===== src/hw/rtl/cqra_pkg.sv =====
package cqra_pkg;

    localparam int DEPTH_DEF       = 16;
    localparam int ENTRY_WIDTH_DEF = 64;

    localparam int DATA_W      = 64;
    localparam int POS_W       = 4;
    localparam int COUNT_W     = 5;
    localparam int IDX_MAX_W   = 8;
    localparam int QUEUE_DEPTH = 2;
    localparam int QPTR_W      = $clog2(QUEUE_DEPTH);
    localparam int QFILL_W     = $clog2(QUEUE_DEPTH + 1);

    typedef enum logic
    {
        ACT_INSERT = 1'b0,
        ACT_REMOVE = 1'b1
    } action_t;

    typedef enum logic [1:0]
    {
        ST_ADDED   = 2'd0,
        ST_FULL    = 2'd1,
        ST_REMOVED = 2'd2,
        ST_INVALID = 2'd3
    } status_t;

    typedef enum logic [1:0]
    {
        CMD_NONE  = 2'd0,
        CMD_WRITE = 2'd1,
        CMD_SHIFT = 2'd2
    } cmd_kind_t;

    typedef enum logic [1:0]
    {
        BK_IDLE  = 2'd0,
        BK_SHIFT = 2'd1,
        BK_EMIT  = 2'd2
    } back_state_t;

    typedef struct packed
    {
        status_t              status;
        logic [COUNT_W-1:0]   entry_count;
        logic                 is_empty;
        logic                 is_full;
    } result_t;

    typedef struct packed
    {
        cmd_kind_t              kind;
        logic [IDX_MAX_W-1:0]   slot;
        logic [IDX_MAX_W-1:0]   moves;
        logic [DATA_W-1:0]      data;
        result_t                res;
    } cmd_t;

endpackage


===== src/hw/rtl/cqra_req_if.sv =====
interface cqra_req_if;

    logic                           valid;
    logic                           ready;
    logic                           action;
    logic [cqra_pkg::DATA_W-1:0]    entry_data;
    logic [cqra_pkg::POS_W-1:0]     position;

    modport source
    (
        output valid,
        output action,
        output entry_data,
        output position,
        input  ready
    );

    modport sink
    (
        input  valid,
        input  action,
        input  entry_data,
        input  position,
        output ready
    );

endinterface


===== src/hw/rtl/cqra_rsp_if.sv =====
interface cqra_rsp_if;

    logic                           valid;
    logic                           ready;
    logic [1:0]                     status;
    logic [cqra_pkg::COUNT_W-1:0]   entry_count;
    logic                           is_empty;
    logic                           is_full;

    modport source
    (
        output valid,
        output status,
        output entry_count,
        output is_empty,
        output is_full,
        input  ready
    );

    modport sink
    (
        input  valid,
        input  status,
        input  entry_count,
        input  is_empty,
        input  is_full,
        output ready
    );

endinterface


===== src/hw/rtl/cqra_front.sv =====
module cqra_front
#(
    parameter int DEPTH = cqra_pkg::DEPTH_DEF
)
(
    input  logic             clk,
    input  logic             rst_n,
    cqra_req_if.sink         req,
    output cqra_pkg::cmd_t   cmd,
    output logic             cmd_push,
    input  logic             cmd_full
);

    localparam int IDX_W = $clog2(DEPTH);
    localparam int CNT_W = $clog2(DEPTH + 1);
    localparam int CMP_W = (CNT_W > cqra_pkg::POS_W) ? CNT_W : cqra_pkg::POS_W;
    localparam int SUM_W = IDX_W + 1;
    localparam logic [IDX_W-1:0] LAST_IDX  = IDX_W'(DEPTH - 1);
    localparam logic [CNT_W-1:0] DEPTH_CNT = CNT_W'(DEPTH);

    logic [IDX_W-1:0] head_reg;
    logic [IDX_W-1:0] head_next;
    logic [IDX_W-1:0] tail_reg;
    logic [IDX_W-1:0] tail_next;
    logic [CNT_W-1:0] count_reg;
    logic [CNT_W-1:0] count_next;
    logic             accept;
    logic [CMP_W-1:0] pos_cmp;
    logic [CMP_W-1:0] cnt_cmp;
    logic [CMP_W-1:0] moves_cmp;
    logic [SUM_W-1:0] slot_sum;
    logic [IDX_W-1:0] slot_idx;

    function automatic logic [IDX_W-1:0] idx_next(input logic [IDX_W-1:0] i);
        return (i == LAST_IDX) ? '0 : i + IDX_W'(1);
    endfunction

    function automatic logic [IDX_W-1:0] idx_prev(input logic [IDX_W-1:0] i);
        return (i == '0) ? LAST_IDX : i - IDX_W'(1);
    endfunction

    assign req.ready = !cmd_full;
    assign accept    = req.valid && req.ready;
    assign cmd_push  = accept;

    always_comb
    begin
        pos_cmp   = CMP_W'(req.position);
        cnt_cmp   = CMP_W'(count_reg);
        moves_cmp = cnt_cmp - CMP_W'(1) - pos_cmp;
        slot_sum  = SUM_W'(head_reg) + SUM_W'(req.position);
        if (slot_sum >= SUM_W'(DEPTH))
        begin
            slot_sum = slot_sum - SUM_W'(DEPTH);
        end
        slot_idx = IDX_W'(slot_sum);

        head_next  = head_reg;
        tail_next  = tail_reg;
        count_next = count_reg;
        cmd        = '0;
        cmd.kind   = cqra_pkg::CMD_NONE;
        cmd.data   = req.entry_data;
        cmd.res.status = cqra_pkg::ST_INVALID;

        if (req.action == cqra_pkg::ACT_INSERT)
        begin
            if (count_reg == DEPTH_CNT)
            begin
                cmd.res.status = cqra_pkg::ST_FULL;
            end
            else
            begin
                tail_next      = idx_next(tail_reg);
                count_next     = count_reg + CNT_W'(1);
                cmd.kind       = cqra_pkg::CMD_WRITE;
                cmd.slot       = cqra_pkg::IDX_MAX_W'(tail_next);
                cmd.res.status = cqra_pkg::ST_ADDED;
            end
        end
        else if (count_reg != '0 && pos_cmp < cnt_cmp)
        begin
            cmd.res.status = cqra_pkg::ST_REMOVED;
            count_next     = count_reg - CNT_W'(1);
            if (count_reg == CNT_W'(1))
            begin
                head_next = '0;
                tail_next = LAST_IDX;
            end
            else if (pos_cmp == '0)
            begin
                head_next = idx_next(head_reg);
            end
            else
            begin
                tail_next = idx_prev(tail_reg);
                if (moves_cmp != '0)
                begin
                    cmd.kind  = cqra_pkg::CMD_SHIFT;
                    cmd.slot  = cqra_pkg::IDX_MAX_W'(slot_idx);
                    cmd.moves = cqra_pkg::IDX_MAX_W'(moves_cmp);
                end
            end
        end

        cmd.res.entry_count = cqra_pkg::COUNT_W'(count_next);
        cmd.res.is_empty    = (count_next == '0);
        cmd.res.is_full     = (count_next == DEPTH_CNT);
    end

    always_ff @(posedge clk or negedge rst_n)
    begin
        if (!rst_n)
        begin
            head_reg  <= '0;
            tail_reg  <= LAST_IDX;
            count_reg <= '0;
        end
        else if (accept)
        begin
            head_reg  <= head_next;
            tail_reg  <= tail_next;
            count_reg <= count_next;
        end
    end

    a_insert_count: assert property (@(posedge clk) disable iff (!rst_n)
        accept && req.action == cqra_pkg::ACT_INSERT && count_reg != DEPTH_CNT
        |=> count_reg == $past(count_reg) + CNT_W'(1))
        else $error("count did not advance on insert");

    a_empty_ptrs: assert property (@(posedge clk) disable iff (!rst_n)
        count_reg == '0 |-> head_reg == '0 && tail_reg == LAST_IDX)
        else $error("empty ring away from reset pointers");

endmodule


===== src/hw/rtl/cqra_cmd_queue.sv =====
module cqra_cmd_queue
(
    input  logic             clk,
    input  logic             rst_n,
    input  logic             push,
    input  cqra_pkg::cmd_t   push_cmd,
    output logic             full,
    input  logic             pop,
    output cqra_pkg::cmd_t   pop_cmd,
    output logic             empty
);

    cqra_pkg::cmd_t                    slot_reg [cqra_pkg::QUEUE_DEPTH];
    logic [cqra_pkg::QPTR_W-1:0]       wr_ptr_reg;
    logic [cqra_pkg::QPTR_W-1:0]       rd_ptr_reg;
    logic [cqra_pkg::QFILL_W-1:0]      fill_reg;
    logic [cqra_pkg::QFILL_W-1:0]      fill_next;

    assign full    = (fill_reg == cqra_pkg::QFILL_W'(cqra_pkg::QUEUE_DEPTH));
    assign empty   = (fill_reg == '0);
    assign pop_cmd = slot_reg[rd_ptr_reg];

    always_comb
    begin
        fill_next = fill_reg;
        if (push && !pop)
        begin
            fill_next = fill_reg + cqra_pkg::QFILL_W'(1);
        end
        else if (pop && !push)
        begin
            fill_next = fill_reg - cqra_pkg::QFILL_W'(1);
        end
    end

    always_ff @(posedge clk)
    begin
        if (push)
        begin
            slot_reg[wr_ptr_reg] <= push_cmd;
        end
    end

    always_ff @(posedge clk or negedge rst_n)
    begin
        if (!rst_n)
        begin
            wr_ptr_reg <= '0;
            rd_ptr_reg <= '0;
            fill_reg   <= '0;
        end
        else
        begin
            if (push)
            begin
                wr_ptr_reg <= wr_ptr_reg + cqra_pkg::QPTR_W'(1);
            end
            if (pop)
            begin
                rd_ptr_reg <= rd_ptr_reg + cqra_pkg::QPTR_W'(1);
            end
            fill_reg <= fill_next;
        end
    end

    a_no_overflow: assert property (@(posedge clk) disable iff (!rst_n)
        full |-> !push)
        else $error("push into full command queue");

    a_no_underflow: assert property (@(posedge clk) disable iff (!rst_n)
        empty |-> !pop)
        else $error("pop from empty command queue");

endmodule


===== src/hw/rtl/cqra_back.sv =====
module cqra_back
#(
    parameter int DEPTH       = cqra_pkg::DEPTH_DEF,
    parameter int ENTRY_WIDTH = cqra_pkg::ENTRY_WIDTH_DEF
)
(
    input  logic             clk,
    input  logic             rst_n,
    input  cqra_pkg::cmd_t   cmd,
    input  logic             cmd_empty,
    output logic             cmd_pop,
    cqra_rsp_if.source       rsp
);

    localparam int IDX_W = $clog2(DEPTH);
    localparam logic [IDX_W-1:0] LAST_IDX = IDX_W'(DEPTH - 1);

    cqra_pkg::back_state_t   state_reg;
    cqra_pkg::back_state_t   state_next;
    logic [IDX_W-1:0]        wr_slot_reg;
    logic [IDX_W-1:0]        wr_slot_next;
    logic [IDX_W-1:0]        rd_slot_reg;
    logic [IDX_W-1:0]        rd_slot_next;
    logic [IDX_W-1:0]        rem_reg;
    logic [IDX_W-1:0]        rem_next;
    cqra_pkg::result_t       cur_res_reg;
    cqra_pkg::result_t       cur_res_next;
    logic                    out_valid_reg;
    logic                    out_valid_next;
    cqra_pkg::result_t       out_res_reg;
    cqra_pkg::result_t       out_res_next;
    logic                    out_free;
    logic                    load_out;
    logic                    mem_we;
    logic [IDX_W-1:0]        mem_wa;
    logic [ENTRY_WIDTH-1:0]  mem_wd;
    logic                    rd_en;
    logic [IDX_W-1:0]        rd_addr;
    logic [ENTRY_WIDTH-1:0]  rd_data_reg;
    logic [ENTRY_WIDTH-1:0]  mem [DEPTH];

    function automatic logic [IDX_W-1:0] idx_next(input logic [IDX_W-1:0] i);
        return (i == LAST_IDX) ? '0 : i + IDX_W'(1);
    endfunction

    assign out_free = !out_valid_reg || rsp.ready;

    always_comb
    begin
        state_next = state_reg;
        case (state_reg)
            cqra_pkg::BK_IDLE:
            begin
                if (!cmd_empty && out_free && cmd.kind == cqra_pkg::CMD_SHIFT)
                begin
                    state_next = cqra_pkg::BK_SHIFT;
                end
            end
            cqra_pkg::BK_SHIFT:
            begin
                if (rem_reg == '0)
                begin
                    state_next = cqra_pkg::BK_EMIT;
                end
            end
            cqra_pkg::BK_EMIT:
            begin
                if (out_free)
                begin
                    state_next = cqra_pkg::BK_IDLE;
                end
            end
            default:
            begin
                state_next = cqra_pkg::BK_IDLE;
            end
        endcase
    end

    always_comb
    begin
        cmd_pop      = 1'b0;
        load_out     = 1'b0;
        out_res_next = out_res_reg;
        cur_res_next = cur_res_reg;
        mem_we       = 1'b0;
        mem_wa       = wr_slot_reg;
        mem_wd       = rd_data_reg;
        rd_en        = 1'b0;
        rd_addr      = idx_next(rd_slot_reg);
        wr_slot_next = wr_slot_reg;
        rd_slot_next = rd_slot_reg;
        rem_next     = rem_reg;
        case (state_reg)
            cqra_pkg::BK_IDLE:
            begin
                cmd_pop = !cmd_empty && out_free;
                if (cmd_pop)
                begin
                    case (cmd.kind)
                        cqra_pkg::CMD_WRITE:
                        begin
                            mem_we       = 1'b1;
                            mem_wa       = IDX_W'(cmd.slot);
                            mem_wd       = ENTRY_WIDTH'(cmd.data);
                            load_out     = 1'b1;
                            out_res_next = cmd.res;
                        end
                        cqra_pkg::CMD_SHIFT:
                        begin
                            rd_en        = 1'b1;
                            rd_addr      = idx_next(IDX_W'(cmd.slot));
                            wr_slot_next = IDX_W'(cmd.slot);
                            rd_slot_next = rd_addr;
                            rem_next     = IDX_W'(cmd.moves) - IDX_W'(1);
                            cur_res_next = cmd.res;
                        end
                        default:
                        begin
                            load_out     = 1'b1;
                            out_res_next = cmd.res;
                        end
                    endcase
                end
            end
            cqra_pkg::BK_SHIFT:
            begin
                mem_we       = 1'b1;
                wr_slot_next = rd_slot_reg;
                if (rem_reg != '0)
                begin
                    rd_en        = 1'b1;
                    rd_slot_next = rd_addr;
                    rem_next     = rem_reg - IDX_W'(1);
                end
            end
            cqra_pkg::BK_EMIT:
            begin
                if (out_free)
                begin
                    load_out     = 1'b1;
                    out_res_next = cur_res_reg;
                end
            end
            default:
            begin
                cmd_pop = 1'b0;
            end
        endcase
        out_valid_next = load_out ? 1'b1 : (out_valid_reg && !rsp.ready);
    end

    always_ff @(posedge clk)
    begin
        if (mem_we)
        begin
            mem[mem_wa] <= mem_wd;
        end
        if (rd_en)
        begin
            rd_data_reg <= mem[rd_addr];
        end
        wr_slot_reg <= wr_slot_next;
        rd_slot_reg <= rd_slot_next;
        rem_reg     <= rem_next;
        cur_res_reg <= cur_res_next;
        out_res_reg <= out_res_next;
    end

    always_ff @(posedge clk or negedge rst_n)
    begin
        if (!rst_n)
        begin
            state_reg     <= cqra_pkg::BK_IDLE;
            out_valid_reg <= 1'b0;
        end
        else
        begin
            state_reg     <= state_next;
            out_valid_reg <= out_valid_next;
        end
    end

    assign rsp.valid       = out_valid_reg;
    assign rsp.status      = out_res_reg.status;
    assign rsp.entry_count = out_res_reg.entry_count;
    assign rsp.is_empty    = out_res_reg.is_empty;
    assign rsp.is_full     = out_res_reg.is_full;

    a_hold_result: assert property (@(posedge clk) disable iff (!rst_n)
        out_valid_reg && !rsp.ready |-> !load_out)
        else $error("pending result overwritten");

    a_busy_no_pop: assert property (@(posedge clk) disable iff (!rst_n)
        state_reg != cqra_pkg::BK_IDLE |-> !cmd_pop)
        else $error("command taken while shifting");

endmodule


===== src/hw/rtl/circular_queue_remove_at_top.sv =====
// Channel  Modport  Payload                                           Handshake
// req      sink     action, entry_data[63:0], position[3:0]           valid/ready
// rsp      source   status[1:0], entry_count[4:0], is_empty, is_full  valid/ready
//
// Insert, reject and head or tail removal: result registered via the command queue and the rsp register.
// Middle removal: count-1-position entries are moved, one entry per cycle
// through the single write port of the entry memory, then the result is emitted.
// Reset is asynchronous; the entry memory is not cleared, req is ready at once.
// A two-item command queue keeps req open while the back end shifts; req
// stalls when it fills; the back end neither takes a command nor emits while rsp holds a result.
module circular_queue_remove_at_top
#(
    parameter int DEPTH       = cqra_pkg::DEPTH_DEF,
    parameter int ENTRY_WIDTH = cqra_pkg::ENTRY_WIDTH_DEF
)
(
    input  logic         clk,
    input  logic         rst_n,
    cqra_req_if.sink     req,
    cqra_rsp_if.source   rsp
);

    cqra_pkg::cmd_t   push_cmd;
    cqra_pkg::cmd_t   pop_cmd;
    logic             push;
    logic             pop;
    logic             full;
    logic             empty;

    cqra_front
    #(
        .DEPTH (DEPTH)
    )
    u_front
    (
        .clk      (clk),
        .rst_n    (rst_n),
        .req      (req),
        .cmd      (push_cmd),
        .cmd_push (push),
        .cmd_full (full)
    );

    cqra_cmd_queue u_queue
    (
        .clk      (clk),
        .rst_n    (rst_n),
        .push     (push),
        .push_cmd (push_cmd),
        .full     (full),
        .pop      (pop),
        .pop_cmd  (pop_cmd),
        .empty    (empty)
    );

    cqra_back
    #(
        .DEPTH       (DEPTH),
        .ENTRY_WIDTH (ENTRY_WIDTH)
    )
    u_back
    (
        .clk       (clk),
        .rst_n     (rst_n),
        .cmd       (pop_cmd),
        .cmd_empty (empty),
        .cmd_pop   (pop),
        .rsp       (rsp)
    );

endmodule

===== src/flat_wrapper.sv =====
// flat-port wrapper written by rule: the top's interface ports become plain ports
module circular_queue_remove_at_top_flat 
#(
    parameter int DEPTH       = cqra_pkg::DEPTH_DEF,
    parameter int ENTRY_WIDTH = cqra_pkg::ENTRY_WIDTH_DEF
)
  (clk, rst_n, req_valid, req_action, req_entry_data, req_position, req_ready, rsp_valid, rsp_status, rsp_entry_count, rsp_is_empty, rsp_is_full, rsp_ready);
  cqra_req_if req_i ();
  cqra_rsp_if rsp_i ();
  input  logic clk;
  input  logic rst_n;
  input wire logic [$bits(req_i.valid)-1:0] req_valid;
  input wire logic [$bits(req_i.action)-1:0] req_action;
  input wire logic [$bits(req_i.entry_data)-1:0] req_entry_data;
  input wire logic [$bits(req_i.position)-1:0] req_position;
  output wire logic [$bits(req_i.ready)-1:0] req_ready;
  output wire logic [$bits(rsp_i.valid)-1:0] rsp_valid;
  output wire logic [$bits(rsp_i.status)-1:0] rsp_status;
  output wire logic [$bits(rsp_i.entry_count)-1:0] rsp_entry_count;
  output wire logic [$bits(rsp_i.is_empty)-1:0] rsp_is_empty;
  output wire logic [$bits(rsp_i.is_full)-1:0] rsp_is_full;
  input wire logic [$bits(rsp_i.ready)-1:0] rsp_ready;
  assign req_i.valid = req_valid;
  assign req_i.action = req_action;
  assign req_i.entry_data = req_entry_data;
  assign req_i.position = req_position;
  assign req_ready = req_i.ready;
  assign rsp_valid = rsp_i.valid;
  assign rsp_status = rsp_i.status;
  assign rsp_entry_count = rsp_i.entry_count;
  assign rsp_is_empty = rsp_i.is_empty;
  assign rsp_is_full = rsp_i.is_full;
  assign rsp_i.ready = rsp_ready;
  circular_queue_remove_at_top #(.DEPTH(DEPTH), .ENTRY_WIDTH(ENTRY_WIDTH)) u_core (.clk(clk), .rst_n(rst_n), .req(req_i), .rsp(rsp_i));
endmodule

===== config.mk =====
export PLATFORM = sky130hd
export DESIGN_NAME = circular_queue_remove_at_top_flat
export DESIGN_NICKNAME = d
export VERILOG_FILES = /design/src/hw/rtl/cqra_pkg.sv /design/src/hw/rtl/cqra_req_if.sv /design/src/hw/rtl/cqra_rsp_if.sv /design/src/hw/rtl/cqra_front.sv /design/src/hw/rtl/cqra_cmd_queue.sv /design/src/hw/rtl/cqra_back.sv /design/src/hw/rtl/circular_queue_remove_at_top.sv /design/src/flat_wrapper.sv
export SDC_FILE = /design/constraint.sdc
export NUM_CORES = 1
export LEC_CHECK = 0
export ABC_AREA = 1
export BUFFER_PORTS_ARGS = -buffer_cell sky130_fd_sc_hd__clkbuf_2
export CAP_MARGIN = 5
export CORE_MARGIN = 1.5
export CORE_UTILIZATION = 45
export DETAILED_ROUTE_END_ITERATION = 10
export GPL_TIMING_DRIVEN = 0
export PLACE_DENSITY = 0.78
export SLEW_MARGIN = 20
export SYNTH_ARGS = -nofsm -noshare
export SYNTH_HDL_FRONTEND = slang
export SYNTH_SLANG_ARGS = --single-unit

===== constraint.sdc =====
create_clock -name clk -period 5.3 [get_ports clk]
set_input_delay 1.06 -clock clk [delete_from_list [all_inputs] [get_ports clk]]
set_output_delay 1.06 -clock clk [all_outputs]
set_load 0.02 [all_outputs]

==> out/results.ini <==
[run_status]
status = complete, no violations

[synthesis]
synth_nets = 377
synth_cells = 290
yosys_warnings = 0
syn_area_mm2 = 0.00310
synth-seq-cells = 64
synthDistinctLibCells = 35
synth_seq_area_share_pct = 60.0
syn_area_per_cell_um2 = 10.7

[clock_tree]
cts.htree.levels = 3
clock_sinks = 64
cts_resized = 0
clock_tree.buffer_depth = 2
cts_setup_buffers = 0
clkLatencyLatePin_ns = 0.34
clkTransAtPathRegs_ns = 0.07
holdBufCountCts = 0
cts_root_buf = clkbuf_8
cts_buffers = 9
cts_tree = built

[critical_path]
cp.required_ns = 5.37
endpoint_kind = flop
reg2reg_from = u_core.u_front.cnt_cmp[0]$_DFFE_PN0P_
worstSetupPathType = reg -> reg
arrival_ns = 2.74
cp-start-kind = flop
r2r-end = u_core.u_queue.slot_reg[0][90]$_DFFE_PP_
crit_fanout = 7
r2r_slack_ns = 2.63
reg2reg_depth = 11

[placed_design]
dp_hpwl_um = 3700
dp_slack_ns = 2.55
place.gp.congestion = 0.790
port_buffers = 19
place_area_mm2 = 0.00330

[sta]
setup_viol_count_final = 0
fmax_mhz = 375
fin_crit_ns = 2.67
max_slew_margin_pct = 48.4
fin_skew_ns = 0.00940
finalMaxSlewViolations = 0
rsz0062_at_grt = false
hold_viol = 0
finalWorstSetupSlack_ns = 2.63
worst_slew_pin_slew_ns = 0.772
tns_ns = 0
min_period_over_period_pct = 50.3
hold_ws_ns = 0.482

[floorplan]
coreArea_mm2 = 0.00672
die_x_um = 86.1
io_pins = 84
die_h_um = 86.1
std_cell_rows = 30
start_util_pct = 46.2
design.die.area_mm2 = 0.00741

[flow_run]
maxCapViolCount = 0

[hold_path]
hold_path_end = u_core.u_queue.fill_reg[0]$_DFFE_PN0P_
hold_depth = 1
hp-start = u_core.u_queue.fill_reg[0]$_DFFE_PN0P_
hp-class = reg -> reg

[detailed_routing]
drc = 0
dr.pass1.iters = 4
antenna_left = 0
wirelength_um = 4910
routed-via-count = 1999
avgRoutedWirePerCell_um = 12.1
drt_first_iter_violations = 59
via_per_inst = 4.94

[cells_and_area]
syn_to_final_growth_pct = 12.8
largest_reg_flops = 30
num-nets-final = 407
final_common_cell = nand2_1
final_cell_mix = 65 x nand2_1, 52 x edfxtp_1, 27 x inv_1, 26 x nor2_1, 19 x clkbuf_2
diodes = 0
drive_gt1_share_pct = 20.0
fin_area_mm2 = 0.00350

[power_and_ir_drop]
p_per_area_mw_per_mm2 = 678
leakage_uw = 0.00151
ir_drop_uv = 248

[grt]
track_usage_pct = 15.2
overflow = 0
grt_max_degree = 17
antenna_found_initial = 0
grt_pass1_vias = 1967
grt_pass1_wl_um = 8780

==> final cells by class <==
type	count	area (um^2)
buffer	5	28.8
sequential	64	1860
inverter	32	120
fill	595	3220
tap	80	100
timing repair buffer	19	95.1
multi-input combinational	189	1100
clock inverter	7	72.6
clock buffer	9	124
==> metrics by stage <==
step / std cells / power (uW) / utilization (%)
2_1_floorplan: 290 / 1750 / -
3_3_place_gp: 389 / 1940 / 49.1
3_5_place_dp: 389 / 1980 / 49.1
4_1_cts: 405 / 2400 / 52.1
5_1_grt: 405 / 2580 / 52.1
6_report: 405 / 2370 / 52.1
==> cell usage after synthesis <==
library cell / n / area (um^2)
nor2_4: 1 / 11.3
nand4_4: 1 / 21.3
o22ai_1: 2 / 12.5
nand2_1: 65 / 244
buf_1: 1 / 3.75
nor4_1: 1 / 6.26
ha_1: 13 / 163
nand4_1: 3 / 18.8
nor2_1: 28 / 105
dfrtp_1: 12 / 300
edfxtp_1: 52 / 1560
nand2_2: 8 / 50.1
a21oi_1: 7 / 35.0
xor2_1: 5 / 43.8
nand3b_4: 1 / 20.0
a21o_1: 1 / 7.51
o21ai_0: 7 / 35.0
or2_2: 2 / 12.5
buf_6: 1 / 11.3
nor2_2: 2 / 12.5
nand3_1: 15 / 75.1
inv_2: 5 / 18.8
nand3_4: 1 / 17.5
o21ai_1: 4 / 20.0
clkbuf_1: 1 / 3.75
o21ai_2: 1 / 8.76
a31oi_1: 9 / 56.3
inv_1: 27 / 101
nor3_1: 1 / 5.00
nand3_2: 1 / 10.0
o211ai_1: 1 / 7.51
fa_1: 1 / 20.0
buf_2: 2 / 10.0
nand2_4: 2 / 22.5
xnor2_1: 6 / 52.6
==> worst max-delay path: stages (launching register included) <==
cell and delay, ns:
dfrtp_1 0.50, inv_1 0.17, ha_1 0.32, xnor2_1 0.26, inv_1 0.08, ha_1 0.34
a21oi_1 0.19, nand2_1 0.08, xnor2_1 0.19, nand2_1 0.07, nor3_1 0.12, a21oi_1 0.10
==> where the power goes <==
group          switching [uW]  internal [uW]  total, uW
Clock                     185            216        401
Sequential               82.0            838        920
Combinational             676            376       1050
==> worst max path at each step <==
stage | start | endpoint | slack [ns] | cells past startpoint
final | u_core.u_front.cnt_cmp[0]$_DFFE_PN0P_ | u_core.u_queue.slot_reg[0][90]$_DFFE_PP_ | 2.63 | 11
after global routing | u_core.u_front.cnt_cmp[0]$_DFFE_PN0P_ | u_core.u_queue.slot_reg[0][90]$_DFFE_PP_ | 2.36 | 11
after CTS | u_core.u_front.cnt_cmp[0]$_DFFE_PN0P_ | u_core.u_queue.slot_reg[0][90]$_DFFE_PP_ | 2.64 | 11
after detailed placement | rsp_ready | u_core.u_back.rem_reg[0]$_DFFE_PP_ | 2.55 | 6
after global placement | rsp_ready | u_core.u_back.rem_reg[1]$_DFFE_PP_ | 2.57 | 6
after floorplan | rsp_ready | u_core.u_back.rem_reg[0]$_DFFE_PP_ | 2.89 | 5
==> kinds of logic after synthesis <==
family	after synthesis	synth area share (%)
xor gates and xnor gates	11	3.10
AOI/OAI and AO/OA	32	5.88
buffers and inverters	37	4.80
and+or+nand+nor	132	20.4
DFF	64	60.0
adders and majority gates	14	5.88
==> routing by layer <==
| metal | wire [um] | share of wire, % | track usage, % | vias up |
|---|---|---|---|---|
| li1 | - | - | - | 1039 |
| met1 | 2240 | 46 | 19.1 | 912 |
| met2 | 2390 | 49 | 25.0 | 40 |
| met3 | 194 | 3.9 | 3.75 | 8 |
| met4 | 90 | 1.8 | 6.89 | 0 |
| met5 | 0 | 0 | 0 | - |
Note: power is estimated with default switching activity, not from simulation.
